===== src/hdl/assert_macros.svh =====
// ----------------------------------------------------------------------------
// Assertion macros
// Shared concurrent assertion helpers, clocked on clk_i and disabled in reset.
// ----------------------------------------------------------------------------
`ifndef ASSERT_MACROS_SVH
`define ASSERT_MACROS_SVH

`ifndef SYNTH

// An antecedent that must be followed by a consequent in the same cycle.
`define ASSERT_IMPLY(label, ante, cons, msg) \
  label: assert property (@(posedge clk_i) disable iff (!rst_ni) (ante) |-> (cons)) \
    else $error(msg);

// A condition that must never hold outside reset.
`define ASSERT_NEVER(label, cond, msg) \
  label: assert property (@(posedge clk_i) disable iff (!rst_ni) !(cond)) \
    else $error(msg);

`else

`define ASSERT_IMPLY(label, ante, cons, msg)

`define ASSERT_NEVER(label, cond, msg)

`endif

`endif


===== src/hdl/fud_pkg.sv =====
// ----------------------------------------------------------------------------
// File URI percent decoder package
// Shared types, constants and character helpers of the decoder.
// ----------------------------------------------------------------------------
`default_nettype none

package fud_pkg;

  // Length of the "file://" prefix and the escape character.
  localparam int unsigned PrefixLen = 7;
  localparam logic [7:0] PctChar = 8'h25;

  // Number of decoded bytes one request can carry after its prefix bytes.
  localparam int unsigned TailMax = 3;

  // Work handed from the front part to the back part for one request.
  typedef struct packed {
    logic [2:0]              pfx_cnt;   // leading prefix bytes to replay
    logic [TailMax-1:0][7:0] tail;      // decoded bytes after them
    logic [1:0]              tail_cnt;  // number of valid tail bytes
    logic                    last;      // request closes the string
  } cmd_t;

  // Fill status of the command queue.
  typedef struct packed {
    logic full;
    logic empty;
  } q_stat_t;

  // Byte of "file://" at a given position.
  function automatic logic [7:0] prefix_byte(input logic [2:0] idx);
    logic [7:0] b;
    unique case (idx)
      3'd0:    b = 8'h66;  // f
      3'd1:    b = 8'h69;  // i
      3'd2:    b = 8'h6c;  // l
      3'd3:    b = 8'h65;  // e
      3'd4:    b = 8'h3a;  // :
      3'd5:    b = 8'h2f;  // /
      3'd6:    b = 8'h2f;  // /
      default: b = 8'h00;
    endcase
    return b;
  endfunction

  // True for 0-9, a-f and A-F.
  function automatic logic is_hex(input logic [7:0] b);
    return ((b >= 8'h30) && (b <= 8'h39)) ||
           ((b >= 8'h61) && (b <= 8'h66)) ||
           ((b >= 8'h41) && (b <= 8'h46));
  endfunction

  // Nibble value of a hex digit; letters sit at 1..6 in their low nibble.
  function automatic logic [3:0] hex_nib(input logic [7:0] b);
    logic [3:0] n;
    if (b <= 8'h39) begin
      n = b[3:0];
    end else begin
      n = b[3:0] + 4'd9;
    end
    return n;
  endfunction

endpackage

`default_nettype wire


===== src/hdl/file_uri_percent_decoder_core.sv =====
// A request passes through the queue and then the back part's output register.
// Throughput: one request per cycle while each request yields at most one result and the output is not stalled.
// A request that yields k results (k up to 7) holds the back part until all k are emitted.
// The back part emits one result per cycle while the output is not stalled; the two-entry queue sets the input stall.
// Reset clears the queue and output valid and restarts the "file://" compare.
`default_nettype none
`include "assert_macros.svh"

// ----------------------------------------------------------------------------
// File URI percent decoder core
// Strips a leading "file://" and decodes %XX escapes, one byte per request.
// ----------------------------------------------------------------------------
module file_uri_percent_decoder_core import fud_pkg::*; (
  input  wire logic       clk_i,
  input  wire logic       rst_ni,
  input  wire logic       in_valid_i,
  output logic            in_ready_o,
  input  wire logic [7:0] in_byte_i,
  input  wire logic       in_last_i,
  output logic            out_valid_o,
  input  wire logic       out_ready_i,
  output logic [7:0]      out_byte_o,
  output logic            has_byte_o,
  output logic            out_last_o
);

  logic    accept;
  logic    q_push;
  logic    q_pop;
  cmd_t    front_cmd;
  cmd_t    head_cmd;
  q_stat_t q_stat;

  // Take a request whenever the queue has room.
  assign in_ready_o = !q_stat.full;
  assign accept     = in_valid_i && in_ready_o;

  fud_front u_front (
    .clk_i     (clk_i),
    .rst_ni    (rst_ni),
    .accept_i  (accept),
    .in_byte_i (in_byte_i),
    .in_last_i (in_last_i),
    .push_o    (q_push),
    .cmd_o     (front_cmd)
  );

  fud_queue u_queue (
    .clk_i      (clk_i),
    .rst_ni     (rst_ni),
    .push_i     (q_push),
    .push_cmd_i (front_cmd),
    .pop_i      (q_pop),
    .head_o     (head_cmd),
    .stat_o     (q_stat)
  );

  fud_back u_back (
    .clk_i       (clk_i),
    .rst_ni      (rst_ni),
    .head_i      (head_cmd),
    .stat_i      (q_stat),
    .pop_o       (q_pop),
    .out_valid_o (out_valid_o),
    .out_ready_i (out_ready_i),
    .out_byte_o  (out_byte_o),
    .has_byte_o  (has_byte_o),
    .out_last_o  (out_last_o)
  );

  // The queue is never written while full nor read while empty.
  `ASSERT_IMPLY(a_push_room, q_push, !q_stat.full, "queue push while full")
  `ASSERT_IMPLY(a_pop_data, q_pop, !q_stat.empty, "queue pop while empty")

  // An empty marker only closes a string and carries a zero byte.
  `ASSERT_IMPLY(a_marker_last, out_valid_o && !has_byte_o, out_last_o,
                "empty marker without end flag")
  `ASSERT_IMPLY(a_marker_zero, out_valid_o && !has_byte_o, out_byte_o == 8'h00,
                "empty marker with nonzero byte")

endmodule

`default_nettype wire


===== src/hdl/fud_front.sv =====
// ----------------------------------------------------------------------------
// Decoder front part
// Tracks the prefix match and the pending escape, and turns each accepted
// request that releases bytes or ends a string into one back-part command.
// ----------------------------------------------------------------------------
`default_nettype none

module fud_front import fud_pkg::*; (
  input  wire logic       clk_i,
  input  wire logic       rst_ni,
  input  wire logic       accept_i,
  input  wire logic [7:0] in_byte_i,
  input  wire logic       in_last_i,
  output logic            push_o,
  output cmd_t            cmd_o
);

  logic       prefix_phase_q, prefix_phase_d;
  logic [2:0] prefix_matched_q, prefix_matched_d;
  logic [7:0] held_q, held_d;          // byte after a held '%'
  logic [1:0] held_count_q, held_count_d;

  // Classify the byte and collect the bytes it releases.
  always_comb begin
    logic [1:0] tcnt;
    logic [7:0] c;
    logic [2:0] m;
    logic       decode;

    prefix_phase_d   = prefix_phase_q;
    prefix_matched_d = prefix_matched_q;
    held_d           = held_q;
    held_count_d     = held_count_q;
    cmd_o            = '0;
    tcnt             = 2'd0;
    c                = in_byte_i;
    m                = prefix_matched_q;
    decode           = 1'b0;

    if (prefix_phase_q) begin
      if (c == prefix_byte(m)) begin
        if (m == 3'(PrefixLen - 1)) begin
          prefix_phase_d   = 1'b0;
          prefix_matched_d = 3'd0;
        end else if (in_last_i) begin
          cmd_o.pfx_cnt    = m + 3'd1;
        end else begin
          prefix_matched_d = m + 3'd1;
        end
      end else begin
        // Mismatch: replay the matched part, then decode this byte.
        cmd_o.pfx_cnt    = m;
        prefix_phase_d   = 1'b0;
        prefix_matched_d = 3'd0;
        decode           = 1'b1;
      end
    end else begin
      decode = 1'b1;
    end

    if (decode) begin
      unique case (held_count_q)
        2'd0: begin
          if (c == PctChar) begin
            held_count_d = 2'd1;
          end else begin
            cmd_o.tail[tcnt] = c;
            tcnt = tcnt + 2'd1;
          end
        end
        2'd1: begin
          held_d       = c;
          held_count_d = 2'd2;
        end
        default: begin
          if (is_hex(held_q) && is_hex(c)) begin
            cmd_o.tail[tcnt] = {hex_nib(held_q), hex_nib(c)};
            tcnt = tcnt + 2'd1;
            held_count_d = 2'd0;
          end else begin
            // Bad escape: send the '%' and rescan the two bytes after it.
            cmd_o.tail[tcnt] = PctChar;
            tcnt = tcnt + 2'd1;
            if (held_q == PctChar) begin
              held_d       = c;
              held_count_d = 2'd2;
            end else begin
              cmd_o.tail[tcnt] = held_q;
              tcnt = tcnt + 2'd1;
              if (c == PctChar) begin
                held_count_d = 2'd1;
              end else begin
                cmd_o.tail[tcnt] = c;
                tcnt = tcnt + 2'd1;
                held_count_d = 2'd0;
              end
            end
          end
        end
      endcase
    end

    // End of string: flush held bytes and restart the prefix compare.
    if (in_last_i) begin
      if (held_count_d != 2'd0) begin
        cmd_o.tail[tcnt] = PctChar;
        tcnt = tcnt + 2'd1;
      end
      if (held_count_d == 2'd2) begin
        cmd_o.tail[tcnt] = held_d;
        tcnt = tcnt + 2'd1;
      end
      prefix_phase_d   = 1'b1;
      prefix_matched_d = 3'd0;
      held_count_d     = 2'd0;
    end

    cmd_o.tail_cnt = tcnt;
    cmd_o.last     = in_last_i;
    push_o = accept_i && (in_last_i || (tcnt != 2'd0) || (cmd_o.pfx_cnt != 3'd0));
  end

  // Decoder state, updated on each accepted request.
  always_ff @(posedge clk_i or negedge rst_ni) begin
    if (!rst_ni) begin
      prefix_phase_q   <= 1'b1;
      prefix_matched_q <= 3'd0;
      held_count_q     <= 2'd0;
    end else if (accept_i) begin
      prefix_phase_q   <= prefix_phase_d;
      prefix_matched_q <= prefix_matched_d;
      held_count_q     <= held_count_d;
    end
  end

  // Held byte payload.
  always_ff @(posedge clk_i) begin
    if (accept_i) begin
      held_q <= held_d;
    end
  end

endmodule

`default_nettype wire


===== src/hdl/fud_queue.sv =====
// ----------------------------------------------------------------------------
// Command queue
// Two-entry queue that lets the front and back parts stall independently.
// ----------------------------------------------------------------------------
`default_nettype none

module fud_queue import fud_pkg::*; (
  input  wire logic    clk_i,
  input  wire logic    rst_ni,
  input  wire logic    push_i,
  input  wire cmd_t    push_cmd_i,
  input  wire logic    pop_i,
  output cmd_t         head_o,
  output q_stat_t      stat_o
);

  cmd_t       entries_q [2];
  logic       wr_ptr_q, rd_ptr_q;
  logic [1:0] count_q;

  // Pointers and fill count.
  always_ff @(posedge clk_i or negedge rst_ni) begin
    if (!rst_ni) begin
      wr_ptr_q <= 1'b0;
      rd_ptr_q <= 1'b0;
      count_q  <= 2'd0;
    end else begin
      if (push_i) begin
        wr_ptr_q <= ~wr_ptr_q;
      end
      if (pop_i) begin
        rd_ptr_q <= ~rd_ptr_q;
      end
      if (push_i && !pop_i) begin
        count_q <= count_q + 2'd1;
      end else if (pop_i && !push_i) begin
        count_q <= count_q - 2'd1;
      end
    end
  end

  // Entry storage.
  always_ff @(posedge clk_i) begin
    if (push_i) begin
      entries_q[wr_ptr_q] <= push_cmd_i;
    end
  end

  assign head_o       = entries_q[rd_ptr_q];
  assign stat_o.full  = (count_q == 2'd2);
  assign stat_o.empty = (count_q == 2'd0);

endmodule

`default_nettype wire


===== src/hdl/fud_back.sv =====
// ----------------------------------------------------------------------------
// Decoder back part
// Expands the head command into result bytes, one per cycle while the queue
// holds a command and the output is not stalled, into the output register.
// ----------------------------------------------------------------------------
`default_nettype none

module fud_back import fud_pkg::*; (
  input  wire logic       clk_i,
  input  wire logic       rst_ni,
  input  wire cmd_t       head_i,
  input  wire q_stat_t    stat_i,
  output logic            pop_o,
  output logic            out_valid_o,
  input  wire logic       out_ready_i,
  output logic [7:0]      out_byte_o,
  output logic            has_byte_o,
  output logic            out_last_o
);

  logic [2:0] pos_q;
  logic       out_valid_q;
  logic [7:0] out_byte_q;
  logic       has_byte_q;
  logic       out_last_q;

  logic [3:0] total;
  logic       advance;
  logic       marker;
  logic       final_res;
  logic [1:0] tail_off;
  logic [7:0] res_byte;

  // Pick the result byte at the current position of the head command.
  always_comb begin
    total     = {1'b0, head_i.pfx_cnt} + {2'b00, head_i.tail_cnt};
    marker    = (total == 4'd0);
    final_res = marker || ({1'b0, pos_q} == (total - 4'd1));
    tail_off  = 2'(pos_q - head_i.pfx_cnt);
    if (marker) begin
      res_byte = 8'h00;
    end else if (pos_q < head_i.pfx_cnt) begin
      res_byte = prefix_byte(pos_q);
    end else begin
      res_byte = head_i.tail[tail_off];
    end
    advance = !stat_i.empty && (!out_valid_q || out_ready_i);
    pop_o   = advance && final_res;
  end

  // Position counter and output valid.
  always_ff @(posedge clk_i or negedge rst_ni) begin
    if (!rst_ni) begin
      pos_q       <= 3'd0;
      out_valid_q <= 1'b0;
    end else begin
      if (advance) begin
        pos_q       <= final_res ? 3'd0 : pos_q + 3'd1;
        out_valid_q <= 1'b1;
      end else if (out_ready_i) begin
        out_valid_q <= 1'b0;
      end
    end
  end

  // Output payload register.
  always_ff @(posedge clk_i) begin
    if (advance) begin
      out_byte_q <= res_byte;
      has_byte_q <= !marker;
      out_last_q <= head_i.last && final_res;
    end
  end

  assign out_valid_o = out_valid_q;
  assign out_byte_o  = out_byte_q;
  assign has_byte_o  = has_byte_q;
  assign out_last_o  = out_last_q;

endmodule

`default_nettype wire

===== config.mk =====
export PLATFORM = sky130hd
export DESIGN_NAME = file_uri_percent_decoder_core
export DESIGN_NICKNAME = d
export VERILOG_FILES = /design/src/hdl/fud_pkg.sv /design/src/hdl/file_uri_percent_decoder_core.sv /design/src/hdl/fud_front.sv /design/src/hdl/fud_queue.sv /design/src/hdl/fud_back.sv
export VERILOG_INCLUDE_DIRS = /design/src /design/src/hdl
export SDC_FILE = /design/constraint.sdc
export NUM_CORES = 1
export LEC_CHECK = 0
export BUFFER_PORTS_ARGS = -buffer_cell sky130_fd_sc_hd__buf_2
export CAP_MARGIN = 20
export CELL_PAD_IN_SITES_DETAIL_PLACEMENT = 1
export CELL_PAD_IN_SITES_GLOBAL_PLACEMENT = 2
export CORE_ASPECT_RATIO = 1.2
export CORE_MARGIN = 2
export CORE_UTILIZATION = 45
export DETAILED_ROUTE_END_ITERATION = 12
export PLACE_DENSITY = 0.94
export SLEW_MARGIN = 30
export SYNTH_ARGS = -nofsm -noshare
export SYNTH_HDL_FRONTEND = slang
export SYNTH_HIERARCHICAL = 1
export SYNTH_SLANG_ARGS = --single-unit

===== constraint.sdc =====
create_clock -name clk_i -period 10.34 [get_ports clk_i]
set_input_delay 1.551 -clock clk_i [delete_from_list [all_inputs] [get_ports clk_i]]
set_output_delay 1.551 -clock clk_i [all_outputs]
set_load 0.03 [all_outputs]

Yosys cells after proc, flatten, opt, wreduce, memory -nomap -nowiden
Memory sizes are Yosys's and may differ from the RTL's.
Index checks and enable logic that the tools add are counted.
Cells by class
  bitwise gates (word level): 5
  mux-type cells: 66
  order comparisons: 18
  divide/modulo/power cells: 0
  $mul: 0
  shift operators: 0
  add/sub/neg operators: 11
  equality and inequality tests: 19
  reductions and logical operators: 45
Operators with widths (number)
  $mux 24: 5
  $pmux 7 s6: 2
  $mux 8: 10
  $mux 16: 3
  $demux 8 s2: 2
  $ge 8x7->1 const B: 4
  $le 8x7->1 const B: 4
  $pmux 8 s2: 2
  $mux 2: 14
  $mux 3: 9
  $bwmux 24: 1
  $eq 3x3->1 const B: 6
  $bmux 8 s2: 1
  $eq 8x6->1 const B: 2
  $ge 8x6->1 const B: 2
  $le 8x6->1 const B: 2
  $logic_and 1x1->1: 16
  $and 15x15->15: 1
  $not 15->15: 1
  $mux 1: 13
  $eq 3x2->1 const B: 4
  $reduce_bool 2->1: 5
  $lt 2x3->1 const B: 3
  $or 9x9->9: 1
  25 further kinds: 51
Storage, ports and cells
  ROM bits: 0
  register bits after elaboration: 32
  bits in writable memories: 60
  memories kept: 1
  logic and storage cells: 177
  bits in latches: 0
  output and inout port bits: 12
Memories
  u_queue.entries_q: depth 2, width 30, read ports 1, clocked after memory_dff 0, write ports 1, RTL line fud_queue.sv:17  | cmd_t entries_q [2];

Longest topological paths before layout
Gate-level depths: netlist (run 1).
  depth in word-level cells: 22
  gate-level depth with buffers: 17

By module
The synthesis (run 1) kept the hierarchy.
By module, submodules not included
  fud_queue: cells each 109, area each 2359.8 µm², times used 1
  fud_front: cells each 297, area each 2242.2 µm², times used 1
  fud_back: cells each 124, area each 1217.4 µm², times used 1
  file_uri_percent_decoder_core: cells each 2, area each 10.0 µm², times used 1

Worst setup path after synthesis (run 1)
No wires, ideal clock.
  path type: input port to flip-flop
  start point: input in_byte_i[1]
  end point: memory u_queue/entries_q[0][0] (netlist bit) (enable)
  arrival time: 4.713 ns
  stages: 11
  library setup time: 0.421 ns
  setup slack: 5.207 ns
  cells stage by stage: clkbuf_1 -> or2_2 -> o221ai_1 -> o211ai_1 -> nor2_1 -> and2_1 -> clkbuf_1 -> nor4_1 -> o31ai_1 -> o21a_1 -> nor2b_1
Between the ends
  cells in the longest elaborated chain, start to end: 20
Ends and longest elaborated chain
  start: declaration: RTL line file_uri_percent_decoder_core.sv:18  | input wire logic [7:0] in_byte_i,
  $ge 8x6->1 (tied with other cells): RTL line fud_pkg.sv:48  | return ((b >= 8'h30) && (b <= 8'h39)) ||
  $logic_and 1x1->1 (on tied branches): RTL line fud_pkg.sv:48, fud_pkg.sv:49
  $logic_or 1x1->1: RTL line fud_pkg.sv:48
  $logic_or 1x1->1: RTL line fud_pkg.sv:49  | ((b >= 8'h61) && (b <= 8'h66)) ||
  $logic_and 1x1->1: RTL line fud_front.sv:76  | if (is_hex(held_q) && is_hex(c)) begin
  $mux 2: RTL line fud_front.sv:76
  $pmux 2 s2: RTL line fud_front.sv:62  | unique case (held_count_q)
  $mux 2: RTL line fud_front.sv:61  | if (decode) begin
  [... 5 more ...]
  $mux 2: RTL line fud_front.sv:104  | if (in_last_i) begin
  $reduce_bool 2->1: RTL line fud_front.sv:120  | push_o = accept_i && (in_last_i || (tcnt != 2'd0) || (cmd_o.pfx_cnt != 3'd0));
  $logic_or 1x1->1: RTL line fud_front.sv:120
  $logic_or 1x1->1 *: RTL line fud_front.sv:120
  $logic_and 1x1->1 *: RTL line fud_front.sv:120
  net q_push: RTL line file_uri_percent_decoder_core.sv:28  | logic q_push;
  $mux 1 *: RTL line fud_queue.sv:44  | if (push_i) begin
  $mux 1 (not written as such) *: RTL line fud_queue.sv:45  | entries_q[wr_ptr_q] <= push_cmd_i;
  end: declaration: RTL line fud_queue.sv:17
The timed path passes the listed nets; every way through them passes the cells marked *. The select of a mux whose other input is x is not followed.

==> results.txt, run 1 <==
----------------------------------------------------
[Global route]
  Antenna violations before repair ... 0
  Overall track demand over capacity in global routing ... about 22%
  Via count of the first global-routing pass ... approximately 4500
  Largest net degree at the start of global routing ... 32
  Wire length of the first global-routing pass ... between 20000 and 25000 µm
  Residual overflow from global routing ... 0

[Yosys]
  Number of flops mapped to enable cells by yosys ... between 70 and 80
  Post-synth top area cell ... edfxtp_1
  Synthesized net count ... between 500 and 600
  Register bit count reported by yosys ... just over 90
  Sequential element share of the synthesized area ... between 40% and 50%
  Async SR Flop Fraction ... approximately 15%
  Gate Count Post-Synth ... ~530
  Synth Cell Area ... 5830 µm²
  Synth warn ... 6
  Share of Yosys cell area claimed by the top area cell type ... between 40% and 50%
  Main flop type after synthesis ... edfxtp_1
  Top-count cell post-synth ... edfxtp_1
  Number of library cell types mapped by synthesis ... 74
  Mean instance size in the synthesized netlist ... between 10 and 15 µm²
  Most common library cells after synthesis ... 78 x edfxtp_1, 48 x nand2_1, 35 x mux2_2
  Top post-synthesis cells by area ... edfxtp_1 40%, ha_1 6.9%, mux2_2 6.8%, dfrtp_1 5.6%, nand2_1 3.1%

[Job]
  Total of max-cap violations ... 0

[STA]
  Max-slew violation total from the final report ... 0
  Final Critical Period ... 4560 ps
  Worst clock skew ... between 4 and 5 ps
  Setup tns final ... 0 ps
  Fin worst setup slack ... about 5800 ps
  Worst hold margin ... approximately 500 ps
  Tightest Pin Transition ... between 800 and 900 ps
  Share of the clock period used by the worst path ... between 40% and 50%
  Number of failing hold endpoints at the final stage ... 0
  Total of endpoints with negative setup slack in the final report ... 0
  Worst max-slew margin expressed relative to the limit ... 44.7%
  Setup repair after global routing missed its margin ... false
  Max Clock Freq ... 220 MHz

[Clocking]
  Clock tree from TritonCTS ... yes
  Cts bufs inserted ... 9
  Number of clock sinks ... 92
  H-tree levels ... 3
  Number of setup buffers added after CTS ... 0
  Root buf cell ... clkbuf_16
  Number of resized instances in the post-cts repair step ... 0
  Clock latency of the later-clocked register in the worst-skew pair ... approximately 340 ps
  Clock edge transition at the registers on the reported setup and hold paths ... around 70 ps
  Maximum clock path buffer count ... 2
  Post-CTS Hold Fix Bufs ... 0

[Critical path]
  Critical path data required time ... between 10000 and 15000 ps
  Data arrival time of the critical path ... about 4700 ps
  R2r startpoint ... u_front/prefix_matched_q[0]
  Cells on worst reg2reg path ... 15
  Startpoint of the most critical setup path ... in_byte_i[1]
  Worst reg2reg endpoint ... u_queue/entries_q[0][8]
  Critical Path End Type ... flip-flop
  Category of the worst setup path launch point ... primary input
  Flop2flop setup slack ... approximately 5900 ps
  Critical path class ... primary input to flip-flop
  Capture point of the critical path ... u_queue/entries_q[0][8]
  CP max FO ... 20

[Pwr]
  Reg power frac ... between 30% and 40%
  Internal ... ~1.2 mW
  Clock share of power ... 14.1%
  Peak supply drop ... approximately 150 µV
  Areal power density over the cells ... roughly 340 nW/µm²
  Net Switching ... ~0.94 mW
  Comb pwr share ... between 50% and 60%
  Switching portion of total power ... a little over two fifths
  Final total power ... about 2.2 mW
  Leakage power ... around 2.4 nW

[Floorplanning]
  Height of the die ... around 130 µm
  Io pins ... 25
  Width of the die ... about 110 µm
  Die Outline Area ... 13900 µm²
  Number of rows in the core area ... 45
  Core region area ... between 10000 and 15000 µm²
  Starting density of the core ... about 46%

[Detailed routing]
  Total wire length ... 14500 µm
  Remaining DRCs ... 0
  Number of nets still failing antenna checks after routing ... 0
  Violation count after the first detailed-routing iteration ... 286
  Pre-Repair DR Iteration Count ... 4
  Total vias in the final route ... roughly 4200
  Mean number of vias per cell ... roughly 6
  Post-DR wirelength/cell ... around 20 µm

[Final layout]
  ANT cells ... 0
  Nets ... 590
  Design Area, Final ... around 6300 µm²
  Area overhead of the layout relative to synthesis ... 8.31%
  Share of cells above drive strength 1 ... between 10% and 20%
  Number of fillers in the final layout ... 1362

[Placed design]
  HPWL reported at the end of detailed placement ... around 11000 µm
  Routability congestion estimate from global placement ... 0.953
  Count of input and output buffers ... 24
  Instance area after placement ... ~6000 µm²
  Dpl ws ... 5460 ps

[Min path]
  Hold WC Path Type ... flip-flop to flip-flop

[Status]
  Outcome ... complete, no violations

----------------------------------------------------
==> cell type report <==
| type | instances | area [µm²] | area share [%] |
|---|---|---|---|
| flip-flops and latches | 92 | 2690 | 42.7 |
| repair buffers | 30 | 165 | 2.62 |
| clock inverters | 6 | 47.5 | 0.753 |
| multi-input cells | 379 | 2850 | 45.2 |
| well taps | 164 | 205 | 3.25 |
| inverters | 32 | 120 | 1.90 |
| clock buffers | 10 | 229 | 3.63 |
==> cells by family (layout without fill, tap and decap cells) <==
logic type               count (synthesis)  in the layout  synth area share (%)
AND/OR/NAND/NOR                        147            147                  12.6
AO/OA/AOI/OAI                          141            141                  18.6
flip-flops                              92             92                  46.2
buffers and inverters                   61             78                  4.89
multiplexers                            43             43                  8.13
adder cells (fa/ha/maj)                 33             33                  7.21
XOR/XNOR                                15             15                  2.38
==> through the flow <==
stage | utilization [%] | cells
after floorplan | - | 532
after global placement | 47.7 | 697
after detailed placement | 47.7 | 697
after global routing | 49.8 | 713
after CTS | 49.8 | 713
final | 49.8 | 713
==> cells in the final DEF (no fill, tap or decap), types with 7 or more instances in the layout <==
cell type	instances
clkbuf_16	9
nand3_1	7
a22o_1	15
dfrtp_1	13
buf_2	24
nor2_1	33
mux2i_1	8
o22ai_1	7
nor2b_1	9
o21ai_0	19
inv_1	32
mux2_2	35
a22oi_1	9
nand2_1	48
edfxtp_1	78
a21oi_1	25
ha_1	32
xnor2_1	8
==> registers in the layout, summed over array words and instances (netlist names) <==
register                  cells
u_back/out_byte_o             8
u_front/prefix_phase_q        1
u_queue/count_q               2
u_back/out_last_o             1
u_back/pos_q                  3
u_queue/entries_q            60
u_front/prefix_matched_q      3
u_back/has_byte_o             1
u_front/held_count_q          2
u_queue/rd_ptr_q              1
u_front/held_q                8
u_back/out_valid_o            1
u_queue/wr_ptr_q              1
==> power by group through the flow <==
stage               registers, mW  clock network, mW  logic [mW]
floorplan                   0.707                  0       0.857
global placement            0.690                  0        1.11
detailed placement          0.701                  0        1.16
CTS                         0.694              0.312        1.18
global route                0.710              0.323        1.30
finish                      0.692              0.306        1.17
==> layer usage <==
layer,up-vias,part of all wire (%),global-route usage [%]
met2,90,51,39.1
li1,2007,-,-
met3,28,2.7,2.38
met4,0,2.6,9.28
met1,2098,43,28.1
met5,-,0,0
==> worst min-delay path by stage <==
| stage | end | start | cells after the start |
|---|---|---|---|
| finish | u_queue/count_q[1] | u_queue/count_q[1] | 1 |
| global route | u_queue/count_q[1] | u_queue/count_q[1] | 1 |
| CTS | u_queue/count_q[1] | u_queue/count_q[1] | 1 |
| detailed placement | u_queue/count_q[1] | u_queue/count_q[1] | 1 |
| global placement | u_queue/count_q[1] | u_queue/count_q[1] | 1 |
| floorplan | u_queue/wr_ptr_q | u_queue/wr_ptr_q | 1 |
==> critical path: stages <==
cell and delay (ps):
buf_2 170, or2_2 300, o221ai_1 220, o211ai_1 220, a2111o_1 680, nand2_1 270, ha_1 280, a21o_1 180
inv_1 80, ha_1 180, o21ai_0 100, nor2_1 110, o21ai_0 130, a22oi_1 260
Power figures use the tool's default switching activity.
==> inputs of run 2 (changes only) <==
- CORE_UTILIZATION: 45 -> 42
- PLACE_DENSITY: 0.94 -> 0.89
- clock period: 10.34 -> 4.2 ns (I/O delays scaled with it)
==> run 2 against run 1 <==
Against the previous run:
- register-to-register slack lost 5700 ps
- final cell count grew 1.4%
- cell area increased by 1.1%
- setup slack lost 5500 ps
- clock power rose to 2.5 times the previous value
- die area grew 6.9%
- flip-flop and latch count unchanged
- sequential share of layout area is 0.43 points lower
- hold slack worse by 310 ps
- global-route usage is 1.8 points lower
==> results.txt, run 2 (synthesized netlist as in run 1, its figures left out) <==
----------------------------------------------------
[Status]
  Outcome ... complete, no violations

[STA]
  Worst hold margin ... roughly 190 ps
  Max-slew violation total from the final report ... 0
  Worst max-slew margin expressed relative to the limit ... about three fifths
  Max Clock Freq ... roughly 250 MHz
  Share of the clock period used by the worst path ... between 90% and 100%
  Fin worst setup slack ... 241 ps
  Number of failing hold endpoints at the final stage ... 0
  Worst clock skew ... between 8 and 9 ps
  Tightest Pin Transition ... about 600 ps
  Total of endpoints with negative setup slack in the final report ... 0
  Final Critical Period ... 3960 ps

[Final layout]
  Share of cells above drive strength 1 ... roughly a fifth
  Register with the highest flop count ... u_queue/entries_q
  Area overhead of the layout relative to synthesis ... 9.47%
  Non-filler cells, final ... 723
  Most frequent standard cell in the layout excluding fill and tap cells ... edfxtp_1
  Number of fillers in the final layout ... about 1500
  Total area of sequential cells ... around 2700 µm²
  ANT cells ... 0
  Most frequent cells in the layout ... 78 x edfxtp_1, 48 x nand2_1, 35 x mux2_2
  Nets ... 593
  Flip-flop count of the largest register, all copies and words added ... 60
  Area of the multi-input gates ... between 2000 and 3000 µm²

[Critical path]
  Data arrival time of the critical path ... roughly 4000 ps
  Cells on worst reg2reg path ... 15
  Category of the worst setup path launch point ... flip-flop
  CP max-delay cell ... or4_4
  Critical path class ... flip-flop to flip-flop
  Critical path data required time ... approximately 4300 ps
  Flop2flop setup slack ... 240 ps
  CP max FO ... 6
  CP max stage delay ... 600 ps
  R2r startpoint ... u_front/prefix_matched_q[1]
  Worst reg2reg endpoint ... u_queue/entries_q[0][5]
  Critical Path End Type ... flip-flop
  Cell seen most often among critical-path stages ... ha_1
  Cells traversed along the worst timing path ... inv_1, ha_1, or4_4, and3_1, o22ai_2, a2111oi_4, or3_1, ha_1, a21o_1, inv_1, ha_1, o21ai_0, nor2_1, o21ai_1, a22oi_1

[Detailed routing]
  Post-DR wirelength/cell ... between 20 and 25 µm
  Total vias in the final route ... roughly 4200
  Pre-Repair DR Iteration Count ... 5
  Violation count after the first detailed-routing iteration ... 240
  Remaining DRCs ... 0
  Number of nets still failing antenna checks after routing ... 0
  Mean number of vias per cell ... 5.86
  Total wire length ... around 15000 µm

[Pwr]
  Internal ... 3.05 mW
  Net Switching ... 2.33 mW
  Final total power ... between 5 and 6 mW
  Areal power density over the cells ... between 800 and 900 nW/µm²
  Leakage power ... roughly 2.5 nW
  Peak supply drop ... between 300 and 400 µV
  Comb pwr share ... a little over half
  Reg power frac ... between 30% and 40%
  Clock share of power ... approximately 14%
  Switching portion of total power ... 43.3%

[Global route]
  Overall track demand over capacity in global routing ... between 20% and 30%
  Via count of the first global-routing pass ... 4407
  Grt met2 use ... between 30% and 40%
  Wire length of the first global-routing pass ... approximately 24000 µm
  Largest net degree at the start of global routing ... 31
  Layer with the highest usage after global routing ... met2
  Residual overflow from global routing ... 0
  M3 GR Usage ... under 10%
  Antenna violations before repair ... 0
  GRT met1 Usage ... between 20% and 30%

[Floorplanning]
  Width of the die ... 112 µm
  Io pins ... 25
  Height of the die ... 133 µm
  Core region area ... about 14000 µm²
  Die Outline Area ... about 15000 µm²
  Starting density of the core ... between 40% and 50%
  Number of rows in the core area ... 47

[Placed design]
  Dpl ws ... roughly 160 ps
  Placed Cells ... 707
  Count of input and output buffers ... 24
  Routability congestion estimate from global placement ... 0.960
  HPWL reported at the end of detailed placement ... 11100 µm

[Clocking]
  Root buf cell ... clkbuf_16
  H-tree levels ... 3
  Number of setup buffers added after CTS ... 0
  Clock latency of the later-clocked register in the worst-skew pair ... between 300 and 400 ps
  Clock tree from TritonCTS ... yes
  Clock edge transition at the registers on the reported setup and hold paths ... about 70 ps
  Cts bufs inserted ... 9
  Number of clock sinks ... 92
  Maximum clock path buffer count ... 2

[Job]
  Total of max-cap violations ... 0

[Min path]
  Hold WC Path Type ... primary input to asynchronous set/reset pin

----------------------------------------------------
[run 2: how the worst max path moves through the flow]
stage	from	end	slack, ps	cells past startpoint
2_1_floorplan	u_front/prefix_matched_q[0]	u_queue/entries_q[0][0]	260	11
3_3_place_gp	u_front/prefix_matched_q[0]	u_queue/entries_q[0][5]	350	15
3_5_place_dp	u_front/prefix_matched_q[0]	u_queue/entries_q[1][3]	160	15
4_1_cts	u_front/prefix_matched_q[0]	u_queue/entries_q[0][5]	150	15
5_1_grt	u_front/prefix_matched_q[1]	u_queue/entries_q[1][3]	-8	15
6_report	u_front/prefix_matched_q[1]	u_queue/entries_q[0][5]	240	15
[run 2: cell type report]
type | instances | share of cell area [%]
Multi-Input combinational cell | 379 | 44.7
Inverter | 32 | 1.88
Clock buffer | 10 | 3.59
Sequential cell | 92 | 42.2
Clock inverter | 6 | 0.863
Timing Repair Buffer | 33 | 3.33
Tap cell | 171 | 3.35
[run 2: power groups by stage]
stage	Sequential (mW)	Clock (mW)	Combinational, mW
after floorplan	1.74	0	2.11
after global placement	1.71	0	2.74
after detailed placement	1.73	0	2.87
after CTS	1.72	0.798	2.90
after global routing	1.76	0.823	3.16
final	1.72	0.777	2.90
[run 2: metrics by stage]
stage                     util (%)  TNS [ps]  cell area, µm²
after floorplan                  -         0            5830
after global placement        44.5         0            6090
after detailed placement      44.5         0            6090
after CTS                     46.5         0            6380
after global routing          46.6     -16.1            6380
final                         46.6         0            6380
[run 2: timing repair]
action                                  4_1_cts  5_1_grt
endpoints found under the setup margin        0        8
resized for setup                             0        4
hold buffers                                  0        0
[run 2: worst max-delay path: cells and delay by family (launching register included)]
kind	cells	cell delay (ps)
compound gates	6	870
fa+ha+maj	3	830
buf+inv	2	190
flops	1	440
simple gates	4	1340
[run 2: layer usage]
| layer | wire length [µm] | part of all wire (%) |
|---|---|---|
| met1 | 6400 | 43 |
| met2 | 7770 | 52 |
| met3 | 382 | 2.6 |
| met4 | 245 | 1.7 |
| met5 | 0 | 0 |
==> inputs of run 3 (changes only) <==
- CORE_UTILIZATION: 42 -> 35
- PLACE_DENSITY: 0.89 -> 0.78
==> run 3 against run 2 <==
Against the previous run:
- cell area grew 0.82%
- clock power grew 3%
- critical path depth is the same
- combinational power shrank 2%
- first-iteration DRC count shrank 25%
- setup slack gained 52 ps
- die area grew 19%
- clock skew grew 0.92 ps
==> results.txt, run 3 (synthesized netlist as in run 1, its figures left out) <==
----------------------------------------------------
[Clocking]
  Post-CTS Hold Fix Bufs ... 0
  Number of resized instances in the post-cts repair step ... 0
  Clock tree from TritonCTS ... yes
  H-tree levels ... 3
  Root buf cell ... clkbuf_16
  Clock edge transition at the registers on the reported setup and hold paths ... around 70 ps
  Number of setup buffers added after CTS ... 0
  Number of clock sinks ... around 90
  Cts bufs inserted ... 9
  Clock latency of the later-clocked register in the worst-skew pair ... about 340 ps
  Maximum clock path buffer count ... 2

[Final layout]
  Area overhead of the layout relative to synthesis ... 10.4%
  ANT cells ... 0
  Area of the multi-input gates ... 2870 µm²
  Non-filler cells, final ... 764
  Most frequent standard cell in the layout excluding fill and tap cells ... edfxtp_1
  Flip-flop count of the largest register, all copies and words added ... 60
  Number of fillers in the final layout ... roughly 1800
  Most frequent cells in the layout ... 78 x edfxtp_1, 48 x nand2_1, 35 x mux2_2, 33 x nor2_1
  Share of cells above drive strength 1 ... about a fifth
  Nets ... 593
  Register with the highest flop count ... u_queue/entries_q
  Total area of sequential cells ... 2700 µm²

[Detailed routing]
  DR WL met2 ... roughly 7300 µm
  Uppermost metal layer occupied by signal nets ... met4
  Mean number of vias per cell ... between 5 and 6
  Number of nets still failing antenna checks after routing ... 0
  Total wire length ... ~14000 µm
  Routed metal-1 wire length ... approximately 6600 µm
  Violation count after the first detailed-routing iteration ... 179
  Remaining DRCs ... 0
  Pre-Repair DR Iteration Count ... 6
  Post-DR wirelength/cell ... approximately 19 µm
  Met3 routed wirelength ... approximately 300 µm
  Total vias in the final route ... 4200

[Floorplanning]
  Height of the die ... 145 µm
  Starting density of the core ... 35.8%
  Io pins ... 25
  Width of the die ... 122 µm
  Die Outline Area ... ~18000 µm²
  Number of rows in the core area ... 51
  Core region area ... between 15000 and 20000 µm²

[STA]
  Worst clock skew ... just over 9 ps
  Setup repair after global routing missed its margin ... false
  Max Clock Freq ... approximately 260 MHz
  Max-slew violation total from the final report ... 0
  Worst hold margin ... ~190 ps
  Final Critical Period ... around 3900 ps
  Setup tns final ... 0 ps
  Worst max-slew margin expressed relative to the limit ... a little under three fifths
  Share of the clock period used by the worst path ... between 90 and 100%
  Tightest Pin Transition ... roughly 630 ps
  Number of failing hold endpoints at the final stage ... 0
  Total of endpoints with negative setup slack in the final report ... 0

[Job]
  Total of max-cap violations ... 0

[Placed design]
  Count of input and output buffers ... 24
  Placed Cells ... 748
  HPWL reported at the end of detailed placement ... between 10000 and 15000 µm
  Routability congestion estimate from global placement ... between 0.9 and 1

[Global route]
  Antenna violations before repair ... 0
  Residual overflow from global routing ... 0
  Wire length of the first global-routing pass ... 23600 µm
  Overall track demand over capacity in global routing ... roughly 17%
  Via count of the first global-routing pass ... roughly 4400
  Largest net degree at the start of global routing ... 31

[Critical path]
  Flop2flop setup slack ... about 300 ps
  Category of the worst setup path launch point ... flip-flop
  Data arrival time of the critical path ... approximately 4100 ps
  Critical Path End Type ... flip-flop
  Critical path data required time ... about 4400 ps
  Critical path class ... flip-flop to flip-flop
  CP max FO ... 8
  R2r startpoint ... u_front/prefix_matched_q[0]
  Startpoint of the most critical setup path ... u_front/prefix_matched_q[0]

[Pwr]
  Areal power density over the cells ... slightly above 800 nW/µm²
  Leakage power ... around 2.5 nW
  Peak supply drop ... ~270 µV

[Min path]
  Hold WC Path Type ... primary input to asynchronous set/reset pin

[Status]
  Outcome ... complete, no violations

----------------------------------------------------
## run 3: stage by stage
stage                     cell area, µm²  setup slack (ps)  utilization, %  power [mW]
after floorplan                     5830               259               -        3.85
after global placement              6120               324            37.6        4.48
after detailed placement            6120              85.9            37.6        4.57
after CTS                           6410              61.7            39.4        5.40
after global routing                6430              8.03            39.5        5.77
final                               6430               292            39.5        5.35
## run 3: final cells by class
cell class | count | area share, %
multi-input combinational | 379 | 44.6
sequential | 92 | 41.9
tap | 212 | 4.12
clock buffer | 11 | 3.62
timing repair buffer | 33 | 2.92
inverter | 32 | 1.87
clock inverter | 5 | 0.972
## run 3: layer usage
layer | track usage (%) | up-vias
li1 | - | 2018
met1 | 22.2 | 2105
met2 | 28.9 | 58
met3 | 2.35 | 19
met4 | 6.09 | 0
met5 | 0 | -
## run 3: power by group
| part | internal, mW | switching, mW | total [mW] |
|---|---|---|---|
| logic | 1.13 | 1.70 | 2.84 |
| clock network | 0.463 | 0.334 | 0.797 |
| registers | 1.50 | 0.217 | 1.71 |
| total | 3.09 | 2.26 | 5.35 |
## run 3: worst paths after layout
path                                           end  cells past startpoint
max in group asynchronous   u_front/prefix_phase_q                      1
min                                u_back/pos_q[0]                      1
max                        u_queue/entries_q[0][8]                     15
max reg2reg                u_queue/entries_q[0][8]                     15
min in group clk_i              u_queue/count_q[1]                      1
min reg2reg                     u_queue/count_q[1]                      1
## run 3: critical path, cell delays in order, from the launching register on
cell	delay, ps
dfrtp_2	430
inv_1	100
ha_1	290
or4_4	580
and3_1	230
o22ai_2	240
a2111oi_4	110
or3_4	430
ha_1	300
a21o_1	190
inv_1	90
ha_1	190
o21ai_0	110
nor2_1	130
o21ai_2	90
a22oi_1	220
